--- src/rtl/core/twi_pkg.sv ---
package twi_pkg;

    localparam int BUF_DEPTH = 16;
    localparam int IDX_W     = $clog2(BUF_DEPTH);
    localparam int CNT_W     = $clog2(BUF_DEPTH + 1);

    typedef enum logic [1:0] {
        ACT_LOAD  = 2'd0,
        ACT_START = 2'd1,
        ACT_EVENT = 2'd2,
        ACT_READ  = 2'd3
    } t_action;

    typedef enum logic [2:0] {
        CMD_NONE    = 3'd0,
        CMD_SEND    = 3'd1,
        CMD_START   = 3'd2,
        CMD_STOP    = 3'd3,
        CMD_RX_ACK  = 3'd4,
        CMD_RX_NACK = 3'd5,
        CMD_HALT    = 3'd6
    } t_command;

    localparam logic [3:0] EV_START        = 4'd0;
    localparam logic [3:0] EV_REPSTART     = 4'd1;
    localparam logic [3:0] EV_WR_ADDR_ACK  = 4'd2;
    localparam logic [3:0] EV_WR_DATA_ACK  = 4'd3;
    localparam logic [3:0] EV_RD_ADDR_ACK  = 4'd4;
    localparam logic [3:0] EV_RD_DATA_ACK  = 4'd5;
    localparam logic [3:0] EV_RD_DATA_NACK = 4'd6;
    localparam logic [3:0] EV_ARB_LOST     = 4'd7;
    localparam logic [3:0] EV_ERROR        = 4'd8;

    typedef struct packed {
        t_action     action;
        logic [3:0]  index;
        logic [7:0]  value;
        logic [4:0]  tx_count;
        logic [4:0]  rx_count;
        logic [3:0]  bus_event;
        logic [7:0]  rx_data;
    } t_in_word;

    typedef struct packed {
        t_command    command;
        logic [7:0]  tx_data;
        logic        busy_res;
        logic        failed;
        logic [7:0]  read_data;
    } t_out_word;

    typedef struct packed {
        logic valid;
        logic advance;
    } t_stage_ctl;

endpackage

--- src/rtl/core/twi_in_reg.sv ---
module twi_in_reg (
    input  logic              i_clk,
    input  logic              i_rst_n,
    input  logic              i_valid,
    output logic              o_stall,
    input  twi_pkg::t_in_word i_word,
    input  logic              i_advance,
    output logic              o_valid,
    output twi_pkg::t_in_word o_word
);
    import twi_pkg::*;

    logic     r_valid;
    t_in_word r_word;
    logic     accept;

    assign o_stall = r_valid && !i_advance;
    assign accept  = i_valid && !o_stall;
    assign o_valid = r_valid;
    assign o_word  = r_word;

    always_ff @(posedge i_clk) begin
        if (!i_rst_n) begin
            r_valid <= 1'b0;
        end else if (accept) begin
            r_valid <= 1'b1;
        end else if (i_advance) begin
            r_valid <= 1'b0;
        end
    end

    always_ff @(posedge i_clk) begin
        if (accept) begin
            r_word <= i_word;
        end
    end

endmodule

--- src/rtl/core/twi_seq_core.sv ---
module twi_seq_core (
    input  logic               i_clk,
    input  logic               i_rst_n,
    input  logic               i_fire,
    input  twi_pkg::t_in_word  i_word,
    output twi_pkg::t_out_word o_result
);
    import twi_pkg::*;

    logic [7:0]       r_tx_store [BUF_DEPTH];
    logic [7:0]       r_rx_store [BUF_DEPTH];
    logic [CNT_W-1:0] r_tx_len, n_tx_len;
    logic [CNT_W-1:0] r_rx_len, n_rx_len;
    logic [CNT_W-1:0] r_tx_pos, n_tx_pos;
    logic [CNT_W-1:0] r_rx_pos, n_rx_pos;
    logic             r_busy, n_busy;
    logic             r_failed, n_failed;

    logic             idx_ok;
    logic [IDX_W-1:0] idx;
    logic             is_start;
    logic [CNT_W-1:0] tx_pos_eff;
    logic [CNT_W-1:0] rx_pos_inc;
    logic             rx_room;
    logic             tx_we;
    logic             set_rd_bit;
    logic             rx_we;

    function automatic t_command ack_or_nack(input logic [CNT_W-1:0] pos,
                                             input logic [CNT_W-1:0] len);
        logic [CNT_W:0] pos_next;
        pos_next = {1'b0, pos} + 1'b1;
        return (pos_next < {1'b0, len}) ? CMD_RX_ACK : CMD_RX_NACK;
    endfunction

    assign idx_ok     = int'(i_word.index) < BUF_DEPTH;
    assign idx        = IDX_W'(i_word.index);
    assign is_start   = (i_word.bus_event == EV_START) || (i_word.bus_event == EV_REPSTART);
    assign tx_pos_eff = is_start ? '0 : r_tx_pos;
    assign rx_room    = r_rx_pos < CNT_W'(BUF_DEPTH);
    assign rx_pos_inc = rx_room ? r_rx_pos + 1'b1 : r_rx_pos;

    always_comb begin
        n_tx_len   = r_tx_len;
        n_rx_len   = r_rx_len;
        n_tx_pos   = r_tx_pos;
        n_rx_pos   = r_rx_pos;
        n_busy     = r_busy;
        n_failed   = r_failed;
        tx_we      = 1'b0;
        set_rd_bit = 1'b0;
        rx_we      = 1'b0;
        o_result.command   = CMD_NONE;
        o_result.tx_data   = 8'd0;
        o_result.read_data = 8'd0;

        unique case (i_word.action)
            ACT_LOAD: begin
                tx_we = !r_busy && idx_ok;
            end
            ACT_START: begin
                if (!r_busy) begin
                    n_tx_len = (i_word.tx_count > BUF_DEPTH) ? CNT_W'(BUF_DEPTH)
                                                             : CNT_W'(i_word.tx_count);
                    n_rx_len = (i_word.rx_count > BUF_DEPTH) ? CNT_W'(BUF_DEPTH)
                                                             : CNT_W'(i_word.rx_count);
                    n_tx_pos = '0;
                    n_rx_pos = '0;
                    n_failed = 1'b0;
                    n_busy   = 1'b1;
                    o_result.command = CMD_START;
                end
            end
            ACT_EVENT: begin
                if (r_busy) begin
                    unique case (i_word.bus_event) inside
                        EV_START, EV_REPSTART, EV_WR_ADDR_ACK, EV_WR_DATA_ACK: begin
                            n_tx_pos = tx_pos_eff;
                            if (is_start) begin
                                n_rx_pos = '0;
                            end
                            if (tx_pos_eff < r_tx_len) begin
                                o_result.tx_data = r_tx_store[tx_pos_eff[IDX_W-1:0]];
                                n_tx_pos         = tx_pos_eff + 1'b1;
                                o_result.command = CMD_SEND;
                            end else if (r_rx_len != '0) begin
                                set_rd_bit       = 1'b1;
                                n_tx_len         = CNT_W'(1);
                                o_result.command = CMD_START;
                            end else begin
                                n_busy           = 1'b0;
                                o_result.command = CMD_STOP;
                            end
                        end
                        EV_RD_DATA_ACK: begin
                            rx_we            = rx_room;
                            n_rx_pos         = rx_pos_inc;
                            o_result.command = ack_or_nack(rx_pos_inc, r_rx_len);
                        end
                        EV_RD_ADDR_ACK: begin
                            o_result.command = ack_or_nack(r_rx_pos, r_rx_len);
                        end
                        EV_RD_DATA_NACK: begin
                            rx_we            = rx_room;
                            n_busy           = 1'b0;
                            o_result.command = CMD_STOP;
                        end
                        EV_ARB_LOST: begin
                            o_result.command = CMD_START;
                        end
                        default: begin
                            n_busy           = 1'b0;
                            n_failed         = 1'b1;
                            o_result.command = CMD_HALT;
                        end
                    endcase
                end
            end
            ACT_READ: begin
                if (idx_ok) begin
                    o_result.read_data = r_rx_store[idx];
                end
            end
        endcase

        o_result.busy_res = n_busy;
        o_result.failed   = n_failed;
    end

    always_ff @(posedge i_clk) begin
        if (!i_rst_n) begin
            r_tx_len <= '0;
            r_rx_len <= '0;
            r_tx_pos <= '0;
            r_rx_pos <= '0;
            r_busy   <= 1'b0;
            r_failed <= 1'b0;
        end else if (i_fire) begin
            r_tx_len <= n_tx_len;
            r_rx_len <= n_rx_len;
            r_tx_pos <= n_tx_pos;
            r_rx_pos <= n_rx_pos;
            r_busy   <= n_busy;
            r_failed <= n_failed;
        end
    end

    always_ff @(posedge i_clk) begin
        if (i_fire && tx_we) begin
            r_tx_store[idx] <= i_word.value;
        end else if (i_fire && set_rd_bit) begin
            r_tx_store[0][0] <= 1'b1;
        end
    end

    always_ff @(posedge i_clk) begin
        if (i_fire && rx_we) begin
            r_rx_store[r_rx_pos[IDX_W-1:0]] <= i_word.rx_data;
        end
    end

endmodule

--- src/rtl/core/twi_out_reg.sv ---
module twi_out_reg (
    input  logic                i_clk,
    input  logic                i_rst_n,
    input  logic                i_valid,
    input  twi_pkg::t_out_word  i_result,
    output twi_pkg::t_stage_ctl o_ctl,
    output logic                o_valid,
    input  logic                i_stall,
    output twi_pkg::t_out_word  o_word
);
    import twi_pkg::*;

    logic      r_valid;
    t_out_word r_word;
    logic      ready;

    assign ready         = !(r_valid && i_stall);
    assign o_ctl.advance = ready;
    assign o_ctl.valid   = i_valid && ready;
    assign o_valid       = r_valid;
    assign o_word        = r_word;

    always_ff @(posedge i_clk) begin
        if (!i_rst_n) begin
            r_valid <= 1'b0;
        end else if (ready) begin
            r_valid <= i_valid;
        end
    end

    always_ff @(posedge i_clk) begin
        if (i_valid && ready) begin
            r_word <= i_result;
        end
    end

endmodule

--- src/rtl/core/twi_master_transaction_sequencer.sv ---
// I2C master write-then-read sequencer. Each input word (load, start, bus event or
// read-back) yields exactly one result word. Throughput is one word per cycle while the
// output is not stalled; each word passes through the input register and the result
// register, with the sequencing logic between them. Both 16-byte buffers and all
// counters live in flip-flops and update as a word leaves the input register. Buffer
// entries hold no defined value until written; sending or reading back one that was
// never written returns an arbitrary byte.
module twi_master_transaction_sequencer (
    input  logic               i_clk,
    input  logic               i_rst_n,
    input  logic               i_in_valid,
    output logic               o_in_stall,
    input  twi_pkg::t_in_word  i_in_data,
    output logic               o_out_valid,
    input  logic               i_out_stall,
    output twi_pkg::t_out_word o_out_data
);
    import twi_pkg::*;

    logic       held_valid;
    t_in_word   held_word;
    t_out_word  result;
    t_stage_ctl ctl;

    twi_in_reg u_in_reg (
        .i_clk     (i_clk),
        .i_rst_n   (i_rst_n),
        .i_valid   (i_in_valid),
        .o_stall   (o_in_stall),
        .i_word    (i_in_data),
        .i_advance (ctl.advance),
        .o_valid   (held_valid),
        .o_word    (held_word)
    );

    twi_seq_core u_core (
        .i_clk    (i_clk),
        .i_rst_n  (i_rst_n),
        .i_fire   (ctl.valid),
        .i_word   (held_word),
        .o_result (result)
    );

    twi_out_reg u_out_reg (
        .i_clk    (i_clk),
        .i_rst_n  (i_rst_n),
        .i_valid  (held_valid),
        .i_result (result),
        .o_ctl    (ctl),
        .o_valid  (o_out_valid),
        .i_stall  (i_out_stall),
        .o_word   (o_out_data)
    );

endmodule
--- config.mk ---
export PLATFORM = sky130hd
export DESIGN_NAME = twi_master_transaction_sequencer
export DESIGN_NICKNAME = d
export VERILOG_FILES = /design/src/rtl/core/twi_pkg.sv /design/src/rtl/core/twi_in_reg.sv /design/src/rtl/core/twi_seq_core.sv /design/src/rtl/core/twi_out_reg.sv /design/src/rtl/core/twi_master_transaction_sequencer.sv
export SDC_FILE = /design/constraint.sdc
export NUM_CORES = 1
export LEC_CHECK = 0
export BUFFER_PORTS_ARGS = -buffer_cell sky130_fd_sc_hd__buf_2
export CAP_MARGIN = 25
export CORE_MARGIN = 10
export CORE_UTILIZATION = 50
export CTS_CLUSTER_SIZE = 10
export DETAILED_ROUTE_END_ITERATION = 16
export MAX_ROUTING_LAYER = met4
export PLACE_DENSITY_LB_ADDON = 0.25
export SYNTH_ARGS = -nofsm -noshare
export SYNTH_HDL_FRONTEND = slang
export SYNTH_SLANG_ARGS = --single-unit
--- constraint.sdc ---
create_clock -name i_clk -period 3.5 [get_ports i_clk]
set_clock_uncertainty 0.2 [all_clocks]
set_input_delay 0.875 -clock i_clk [delete_from_list [all_inputs] [get_ports i_clk]]
set_output_delay 0.875 -clock i_clk [all_outputs]
set_load 0.01 [all_outputs]
==> results.md, run 1 <==
* Cell Area, Synth at 14100 um^2
* Vias at 7864
* Setup crit end kind: flip-flop
* Routed wire length at 29.9 mm
* Rows at 61
* RSZ-0062 raised after global routing: false
* Most common library cells after synthesis: edfxtp_1, and2_1, a211oi_1
* Multi-input gate area at 3940 um^2
* Die area at 35300 um^2
* Seq pwr share at 0.538
* Postcts setup bufs at 0
* Run status: complete, no violations
* Layout cells sized above 1 at 0.245
* Ant. Diodes at 0
* Worst slew margin at 0.550
* Seq/Total Area, Yosys at 0.700
* Core box area at 27800 um^2
* Fill count at 2122
* CP peak stage delay at 0.53 ns
* Worst-path clk slew at 0.05 ns
* Hold Path Class: reg -> reg
* TritonCTS clock tree: done
* IO Count at 63
* Fin nets at 1047
* # DRC at 0
* Max VDD drop at 0.360 mV
* Worst Path Required at 3.48 ns
* Total power draw at 8.38 mW
* Sw power at 1.64 mW
* Comb pwr share at 0.033
* Placed cell areas at 15100 um^2
* CTS HTree Levels at 2
* GRT Util Overall at 0.174
* IO buf count at 62
* Crit Path Max Fanout at 16
* Synth top area cells: edfxtp_1, mux4_2, dfxtp_1
* Slowest cell on the critical path: or3_1
* Post-synthesis async set-or-reset flop share at 0
* CP arrival at 3.31 ns
* MaxCap Viol Count at 0
* FF+latch count, synth at 337
* Fin area at 16200 um^2
* Number of global-route vias before repair at 7829
* Starting Density at 0.508
* Tcrit/Tclk final at 0.950
* Post-Syn Nets at 935
* Critical Path Source Type: flip-flop
* Post-synth top area share at 0.666
* Crit path max-delay family: simple AND/OR/NAND/NOR gates
* Worst-margin pin slew at 0.675 ns
* EDFF count, synth at 313
* First-pass GRT wire length at 47.0 mm
* Setup WS post-layout at 0.173 ns
* Worst path cell trace: or3_1 > and2_1 > ha_1 > nand4_1 > a211oi_4 > o22ai_2 > or3_1 > and2_1
* Sequential Area at 9880 um^2
* Fmax achieved at 301 MHz
* Mean cell area of the mapped netlist at 16.2 um^2
* Resized cells post-CTS at 0
* TritonRoute pass-1 iters at 4
* Setup-failing EPs final at 0
* Remaining global-route overflow at 0
* CTS Sinks at 337
* Largest area contributor in the netlist: edfxtp_1
* Pleak at 5.44 nW
* Gpl congestion at 0.856
* Synth warn at 0
* # hold bufs at CTS at 0
* Largest net degree at the start of global routing at 52
* Layout area overhead at 15.0%
* Min Tclk post-route at 3.33 ns
* Internal power at 6.74 mW
* Initial antenna violation count at 0
* Clk Latency, worst-skew pair at 0.52 ns
* Die width at 188 um
* Mapped Cells at 872
* Top-count cell post-synth: edfxtp_1
* Post-DRT Antenna Nets at 0
* CP bufs+invs at 0
* Top FF cell, synth: edfxtp_1
* Crit path kind: reg -> reg
* Sw frac at 0.196
* Post-DR wirelength/cell at 21.8 um
* Vias per cell at 5.73
* Post-DP HPWL at 19.1 mm
* P per Cell Area at 516 nW/um^2
* Hold Vio Cnt, Final at 0
* Worst hold slack at 0.267 ns
* Final Max Tran Viols at 0
* Clock Tree Buf Depth at 3
* Die Y-Extent at 188 um
* Setup tns final at 0 ns
* CTS Buf Count at 40
* Starting DRT DRC Count at 846
* Distinct cells, synth at 70
* Worst slack, placed at 0.173 ns
* Clock root cell: clkbuf_16
* Power share of the clock group at 0.429
* R2R Setup Slk at 0.17 ns
stage by stage:
stage	utilization	std cells
final	0.584	1372
after global routing	0.584	1372
after CTS	0.584	1372
after detailed placement	0.544	1320
after global placement	0.544	1320
after floorplan	-	872
power by group through the flow:
stage	Sequential, mW	Combinational, mW	Clock (mW)
after floorplan	4.56	0.184	0
after global placement	4.58	0.278	0
after detailed placement	4.58	0.282	0
after CTS	4.50	0.283	3.68
after global routing	4.50	0.306	3.85
final	4.50	0.279	3.59
final timing paths:
kind / startpoint / depth (start not counted) / endpoint
worst max-delay path: u_in_reg.o_word[9] / 8 / u_core.r_tx_store[2][2]
worst min-delay path: u_core.r_tx_pos[4] / 1 / u_core.r_tx_pos[4]
worst max register to register: u_in_reg.o_word[9] / 8 / u_core.r_tx_store[2][2]
worst min register to register: u_core.r_tx_pos[4] / 1 / u_core.r_tx_pos[4]
sequential cells by signal (all words and copies together) (netlist names), 5 cells and up:
register	cells
u_core.r_rx_store	128
u_core.r_tx_store	128
u_in_reg.o_word	36
u_out_reg.o_word	21
u_core.r_rx_len	5
u_core.r_rx_pos	5
u_core.r_tx_len	5
u_core.r_tx_pos	5
layout by cell type (no fill, tap or decap), drive strengths merged, types with 2 or more instances in the layout:
master  instances
o31ai           4
or4b            2
or2             3
nand2          28
nor3           19
o21ai          27
buf           119
mux2           17
nand3           8
nand3b          3
nand4           3
nor3b           6
o21a            5
a211oi         51
a21boi          5
inv            21
nand2b         11
or3             2
edfxtp        313
and2           53
nor2           42
xor2            5
clkinv          3
o32ai          17
a21oi          18
mux4           40
dfxtp          24
clkbuf         48
ha             23
a22o           15
a21bo           3
nor2b          25
nor4            4
a32o            3
nor4b           3
o22ai           3
xnor2           3
logic make-up (layout without fill, tap and decap cells):
family | Yosys count | after routing | synth area share
simple gates | 215 | 215 | 0.0881
compound gates | 162 | 162 | 0.0871
fa+ha+maj | 23 | 23 | 0.0204
xor+xnor | 8 | 8 | 0.00497
flops | 337 | 337 | 0.700
buf+inv | 70 | 192 | 0.0218
mux | 57 | 57 | 0.0774
area by class of cell:
type / count / share of cell area
Clock buffer: 48 / 0.0648
Clock inverter: 4 / 0.00370
Inverter: 21 / 0.00486
Multi-Input combinational cell: 465 / 0.243
Sequential cell: 337 / 0.609
Tap cell: 378 / 0.0291
Timing Repair Buffer: 119 / 0.0462
per-layer routing:
metal	wire length (um)	part of all wire	global-route usage
met1	13300	0.44	0.240
met3	1810	0.060	0.0291
met4	596	0.020	0.0523
met2	14200	0.48	0.261
met5	0	0	-
Note: power is estimated with default switching activity, not from simulation.
==> inputs of run 2 (changes only) <==
Settings changed: TNS_END_PERCENT set to 10.
Clock period 3.5 ns to 3.85 ns, I/O delays scaled along.
==> run 2 against run 1 <==
Net effect: core utilization increased by 0.13 points; design area increased by 0.22%; global-route usage decreased by 0.17 points; first-iteration DRC count decreased by 21%; sequential power decreased by 8.9%; fmax decreased by 5.4%; total power decreased by 8.3%; critical path depth unchanged; register-to-register slack improved by 0.16 ns; via count increased by 0.27%.
==> results.md, run 2 (synthesis results as in run 1) <==
* Run status: complete, no violations
* Final Max Tran Viols at 0
* # DRC at 0
* CTS Buf Count at 40
* P per Cell Area at 472 nW/um^2
* R2R Setup Slk at 0.33 ns
* Clock root cell: clkbuf_16
* Reg2reg end: u_core.r_tx_store[9][7]
* Setup-failing EPs final at 0
* Crit Path Max Fanout at 16
* Slowest cell on the critical path: or3_1
* TritonCTS clock tree: done
* Resized cells post-CTS at 0
* RSZ-0062 raised after global routing: false
* Layout cells sized above 1 at 0.243
* Pleak at 5.44 nW
* Worst slack, placed at 0.348 ns
* CP peak stage delay at 0.55 ns
* Worst-margin pin slew at 0.801 ns
* Setup crit end kind: flip-flop
* Rows at 61
* # hold bufs at CTS at 0
* CP arrival at 3.52 ns
* Remaining global-route overflow at 0
* Commonest cells after routing, fill and taps aside: edfxtp_1, buf_2, buf_4
* Largest net degree at the start of global routing at 42
* Crit path kind: reg -> reg
* Routed wire length at 30.1 mm
* Critical Path Source Type: flip-flop
* Worst hold slack at 0.266 ns
* Worst Path Required at 3.85 ns
* Number of global-route vias before repair at 7938
* CP Capture Point: u_core.r_tx_store[9][7]
* Total power draw at 7.68 mW
* Worst-path clk slew at 0.05 ns
* TritonRoute pass-1 iters at 5
* Post-DP HPWL at 19.5 mm
* Core box area at 27800 um^2
* CTS HTree Levels at 2
* IO Count at 63
* Fill count at 2135
* Starting DRT DRC Count at 666
* R2R cell count at 8
* FF-to-FF Start: u_in_reg.o_word[9]
* Worst path cell trace: or3_1 > and2_1 > ha_1 > nand4_1 > a211oi_4 > o22ai_2 > or3_1 > and2_1
* Postcts setup bufs at 0
* Min Tclk post-route at 3.52 ns
* Die Y-Extent at 188 um
* Hold Path Class: reg -> reg
* Clock Tree Buf Depth at 3
* Setup tns final at 0 ns
* Ant. Diodes at 0
* GRT Util Overall at 0.173
* Fmax achieved at 284 MHz
* Initial antenna violation count at 0
* CTS Sinks at 337
* Worst slew margin at 0.462
* Gpl congestion at 0.910
* Vias per cell at 5.74
* MaxCap Viol Count at 0
* Vias at 7885
* IO buf count at 62
* Crit path from: u_in_reg.o_word[9]
* Starting Density at 0.508
* Most common cell after layout, fill and taps aside: edfxtp_1
* Layout area overhead at 15.3%
* Fin nets at 1046
* Die area at 35300 um^2
* Setup WS post-layout at 0.335 ns
* Max VDD drop at 0.365 mV
* Post-DR wirelength/cell at 21.9 um
* Tcrit/Tclk final at 0.913
* Clk Latency, worst-skew pair at 0.55 ns
* Hold Vio Cnt, Final at 0
* First-pass GRT wire length at 46.5 mm
* Post-DRT Antenna Nets at 0
* Die width at 188 um
run 2: cell types whose count changed in the layout (fill, tap and decap cells not counted), sizes merged:
cell,before,now
buf,119,118
clkinv,3,6
inv,21,20
run 2: cell type report:
class	instances	area, um^2	area share
clock inverter	6	115	0.00708
inverter	21	78.8	0.00485
tap	378	473	0.0291
timing repair buffer	118	751	0.0462
multi-input combinational	465	3940	0.242
clock buffer	48	1030	0.0634
sequential	337	9880	0.607
run 2: power by group:
group          total (mW)  switching, mW  internal (mW)
Sequential           4.10         0.0484           4.05
Clock                3.33           1.37           1.96
Combinational       0.248          0.142          0.106
Total                7.68           1.57           6.11
run 2: critical path, delay by kind of cell, from the launching register on:
kind	cells	cell delay, ns
adder cells (fa/ha/maj)	1	0.31
flip-flops	1	0.38
AND/OR/NAND/NOR	5	1.80
AO/OA/AOI/OAI	2	0.48
run 2: how the worst min path moves through the flow:
| stage | startpoint | endpoint | slack [ns] | cells past startpoint |
|---|---|---|---|---|
| floorplan | u_core.r_tx_pos[4] | u_core.r_tx_pos[4] | 0.24 | 1 |
| global placement | u_in_reg.o_word[18] | u_core.r_tx_len[1] | 0.26 | 1 |
| detailed placement | u_in_reg.o_word[18] | u_core.r_tx_len[1] | 0.25 | 1 |
| CTS | u_in_reg.o_word[18] | u_core.r_tx_len[1] | 0.27 | 1 |
| global route | u_in_reg.o_word[18] | u_core.r_tx_len[1] | 0.28 | 1 |
| finish | u_in_reg.o_word[18] | u_core.r_tx_len[1] | 0.27 | 1 |
run 2: metal layers:
| layer | up-vias | routed length (um) | global-route usage |
|---|---|---|---|
| li1 | 3630 | - | - |
| met1 | 3926 | 13500 | 0.232 |
| met2 | 273 | 14200 | 0.267 |
| met3 | 56 | 1740 | 0.0252 |
| met4 | 0 | 683 | 0.0548 |
| met5 | - | 0 | - |
run 2: metrics by stage:
step / instances / instance area (um^2) / utilization
global placement: 1318 / 15100 / 0.543
global route: 1373 / 16300 / 0.586
CTS: 1373 / 16300 / 0.586
floorplan: 872 / 14100 / -
finish: 1373 / 16300 / 0.586
detailed placement: 1319 / 15100 / 0.544
==> inputs of run 3 (changes only) <==
Settings changed: ABC_AREA set to 1.
==> run 3 against run 2 <==
Net effect: sequential share of layout area grew 0.37 points; combinational power increased by 28%; largest cell class unchanged; hold slack got worse by 0.0039 ns; total power is 0.70% lower; sequential cell count unchanged; sequential power hardly changed; critical path type unchanged; largest power group unchanged; die area rose by 0.22%.
==> results.md, run 3 <==
* Run status: complete, no violations
* Die area at 35400 um^2
* Critical Path Source Type: flip-flop
* Die Y-Extent at 188 um
* Clk Latency, worst-skew pair at 0.53 ns
* First-pass GRT wire length at 51.3 mm
* Setup tns final at 0 ns
* IO buf count at 62
* Seq/Total Area, Yosys at 0.699
* EDFF count, synth at 313
* Most common cell after layout, fill and taps aside: edfxtp_1
* Worst path cell trace: nor2_4 > nand2_4 > nand2_1 > inv_1 > ha_1 > a21oi_1 > o21a_1 > nand2_4 > nand2_4 > nand3_2 > nor3_1
* FF+latch count, synth at 337
* Rows at 61
* Seq pwr share at 0.538
* Multi-input gate area at 3740 um^2
* Starting Density at 0.508
* Setup-failing EPs final at 0
* Min Tclk post-route at 3.56 ns
* Power share of the clock group at 0.421
* Post-Syn Nets at 1246
* Initial antenna violation count at 0
* # DRC at 0
* Fill count at 2260
* Worst slack, placed at 0.206 ns
* Sw frac at 0.210
* Remaining global-route overflow at 0
* P per Cell Area at 472 nW/um^2
* GRT Util Overall at 0.189
* Sw power at 1.60 mW
* RSZ-0062 raised after global routing: false
* Fin area at 16200 um^2
* Worst-margin pin slew at 0.913 ns
* Worst slew margin at 0.387
* Comb pwr share at 0.042
* Post-synthesis async set-or-reset flop share at 0
* CP bufs+invs at 1
* TritonRoute pass-1 iters at 7
* CTS Sinks at 337
* Setup crit end kind: flip-flop
* Gpl congestion at 0.890
* Most used cell, CP: nand2_4
* Layout area overhead at 14.3%
* Crit Path Max Fanout at 11
* Post-DR wirelength/cell at 19.7 um
* IO Count at 63
* Layout cells sized above 1 at 0.147
* Clock Tree Buf Depth at 3
* Synth top area cells: edfxtp_1, nor2_1, o21ai_0
* Commonest cells after routing, fill and taps aside: edfxtp_1, nor2_1, o21ai_0
* Routed wire length at 33.0 mm
* TritonCTS clock tree: done
* Tcrit/Tclk final at 0.925
* Vias at 9247
* Top FF cell, synth: edfxtp_1
* Ant. Diodes at 0
* Setup WS post-layout at 0.290 ns
* Die width at 188 um
* Total power draw at 7.62 mW
* Synth warn at 0
* Largest area contributor in the netlist: edfxtp_1
* CP arrival at 3.52 ns
* Fin nets at 1346
* CP peak stage delay at 0.81 ns
* Largest net degree at the start of global routing at 50
* Final Max Tran Viols at 0
* # hold bufs at CTS at 0
* Post-synth top area share at 0.665
* Mapped Cells at 1183
* Placed cell areas at 15100 um^2
* Fmax achieved at 281 MHz
* CTS HTree Levels at 2
* Mean cell area of the mapped netlist at 12.0 um^2
* Sequential Area at 9880 um^2
* Internal power at 6.03 mW
* Resized cells post-CTS at 0
* Max VDD drop at 0.364 mV
* Top-count cell post-synth: edfxtp_1
* Vias per cell at 5.53
* Starting DRT DRC Count at 758
* CTS Buf Count at 39
* Most common library cells after synthesis: edfxtp_1, nor2_1, o21ai_0
* Slowest cell on the critical path: nor3_1
* Distinct cells, synth at 43
* MaxCap Viol Count at 0
* Number of global-route vias before repair at 9238
* Hold Vio Cnt, Final at 0
* Postcts setup bufs at 0
* Worst-path clk slew at 0.06 ns
* Worst Path Required at 3.81 ns
* Crit path kind: reg -> reg
* Cell Area, Synth at 14100 um^2
* Crit path max-delay family: simple AND/OR/NAND/NOR gates
* Post-DRT Antenna Nets at 0
* Pleak at 5.68 nW
* Hold Path Class: reg -> reg
* Post-DP HPWL at 21.4 mm
* Core box area at 27900 um^2
* Clock root cell: clkbuf_16
-- run 3: worst reg2reg max path: cells and delay by family, from the launching register on --
| family | cells | cell delay, ns |
|---|---|---|
| AO/OA/AOI/OAI | 2 | 0.41 |
| AND/OR/NAND/NOR | 7 | 1.77 |
| buffers and inverters | 1 | 0.07 |
| adder cells (fa/ha/maj) | 1 | 0.32 |
| flip-flops | 1 | 0.42 |
-- run 3: through the flow --
stage / hold WS (ns) / instances / util
floorplan: 0.240 / 1183 / -
global placement: 0.252 / 1617 / 0.540
finish: 0.262 / 1671 / 0.580
detailed placement: 0.256 / 1617 / 0.540
global route: 0.285 / 1671 / 0.580
CTS: 0.264 / 1668 / 0.579
-- run 3: power by group through the flow --
stage | Sequential, mW | Clock, mW | Combinational (mW)
after detailed placement | 4.17 | 0 | 0.318
after CTS | 4.10 | 3.27 | 0.319
final | 4.10 | 3.21 | 0.318
after global routing | 4.10 | 3.42 | 0.352
after global placement | 4.17 | 0 | 0.312
after floorplan | 4.15 | 0 | 0.188
-- run 3: logic make-up after synthesis --
logic type / after synthesis / share of synthesized area
and+or+nand+nor: 410 / 0.129
DFF: 337 / 0.699
xor gates and xnor gates: 7 / 0.00433
buffers and inverters: 131 / 0.0372
adders and majority gates: 23 / 0.0203
AOI/OAI and AO/OA: 275 / 0.111
-- run 3: final cells by class --
cell class / count / share of cell area
flip-flops and latches: 337 / 0.611
multi-input cells: 715 / 0.231
clock buffers: 49 / 0.0640
repair buffers: 114 / 0.0437
well taps: 378 / 0.0293
inverters: 76 / 0.0176
clock inverters: 2 / 0.00310
-- run 3: worst paths after layout --
kind,startpoint,to,slack [ns],depth (start not counted)
worst max-delay path,u_in_reg.o_word[10],u_core.r_tx_store[13][1],0.29,11
worst min-delay path,u_core.r_tx_len[1],u_core.r_tx_len[1],0.26,2
worst max register to register,u_in_reg.o_word[10],u_core.r_tx_store[13][1],0.29,11
worst min register to register,u_core.r_tx_len[1],u_core.r_tx_len[1],0.26,2
-- run 3: metal layers --
layer | part of all wire | up-vias | GRT usage
met4 | 0.027 | 0 | 0.0618
met5 | 0 | - | -
met3 | 0.058 | 59 | 0.0321
met2 | 0.49 | 295 | 0.309
li1 | - | 4439 | -
met1 | 0.42 | 4454 | 0.235
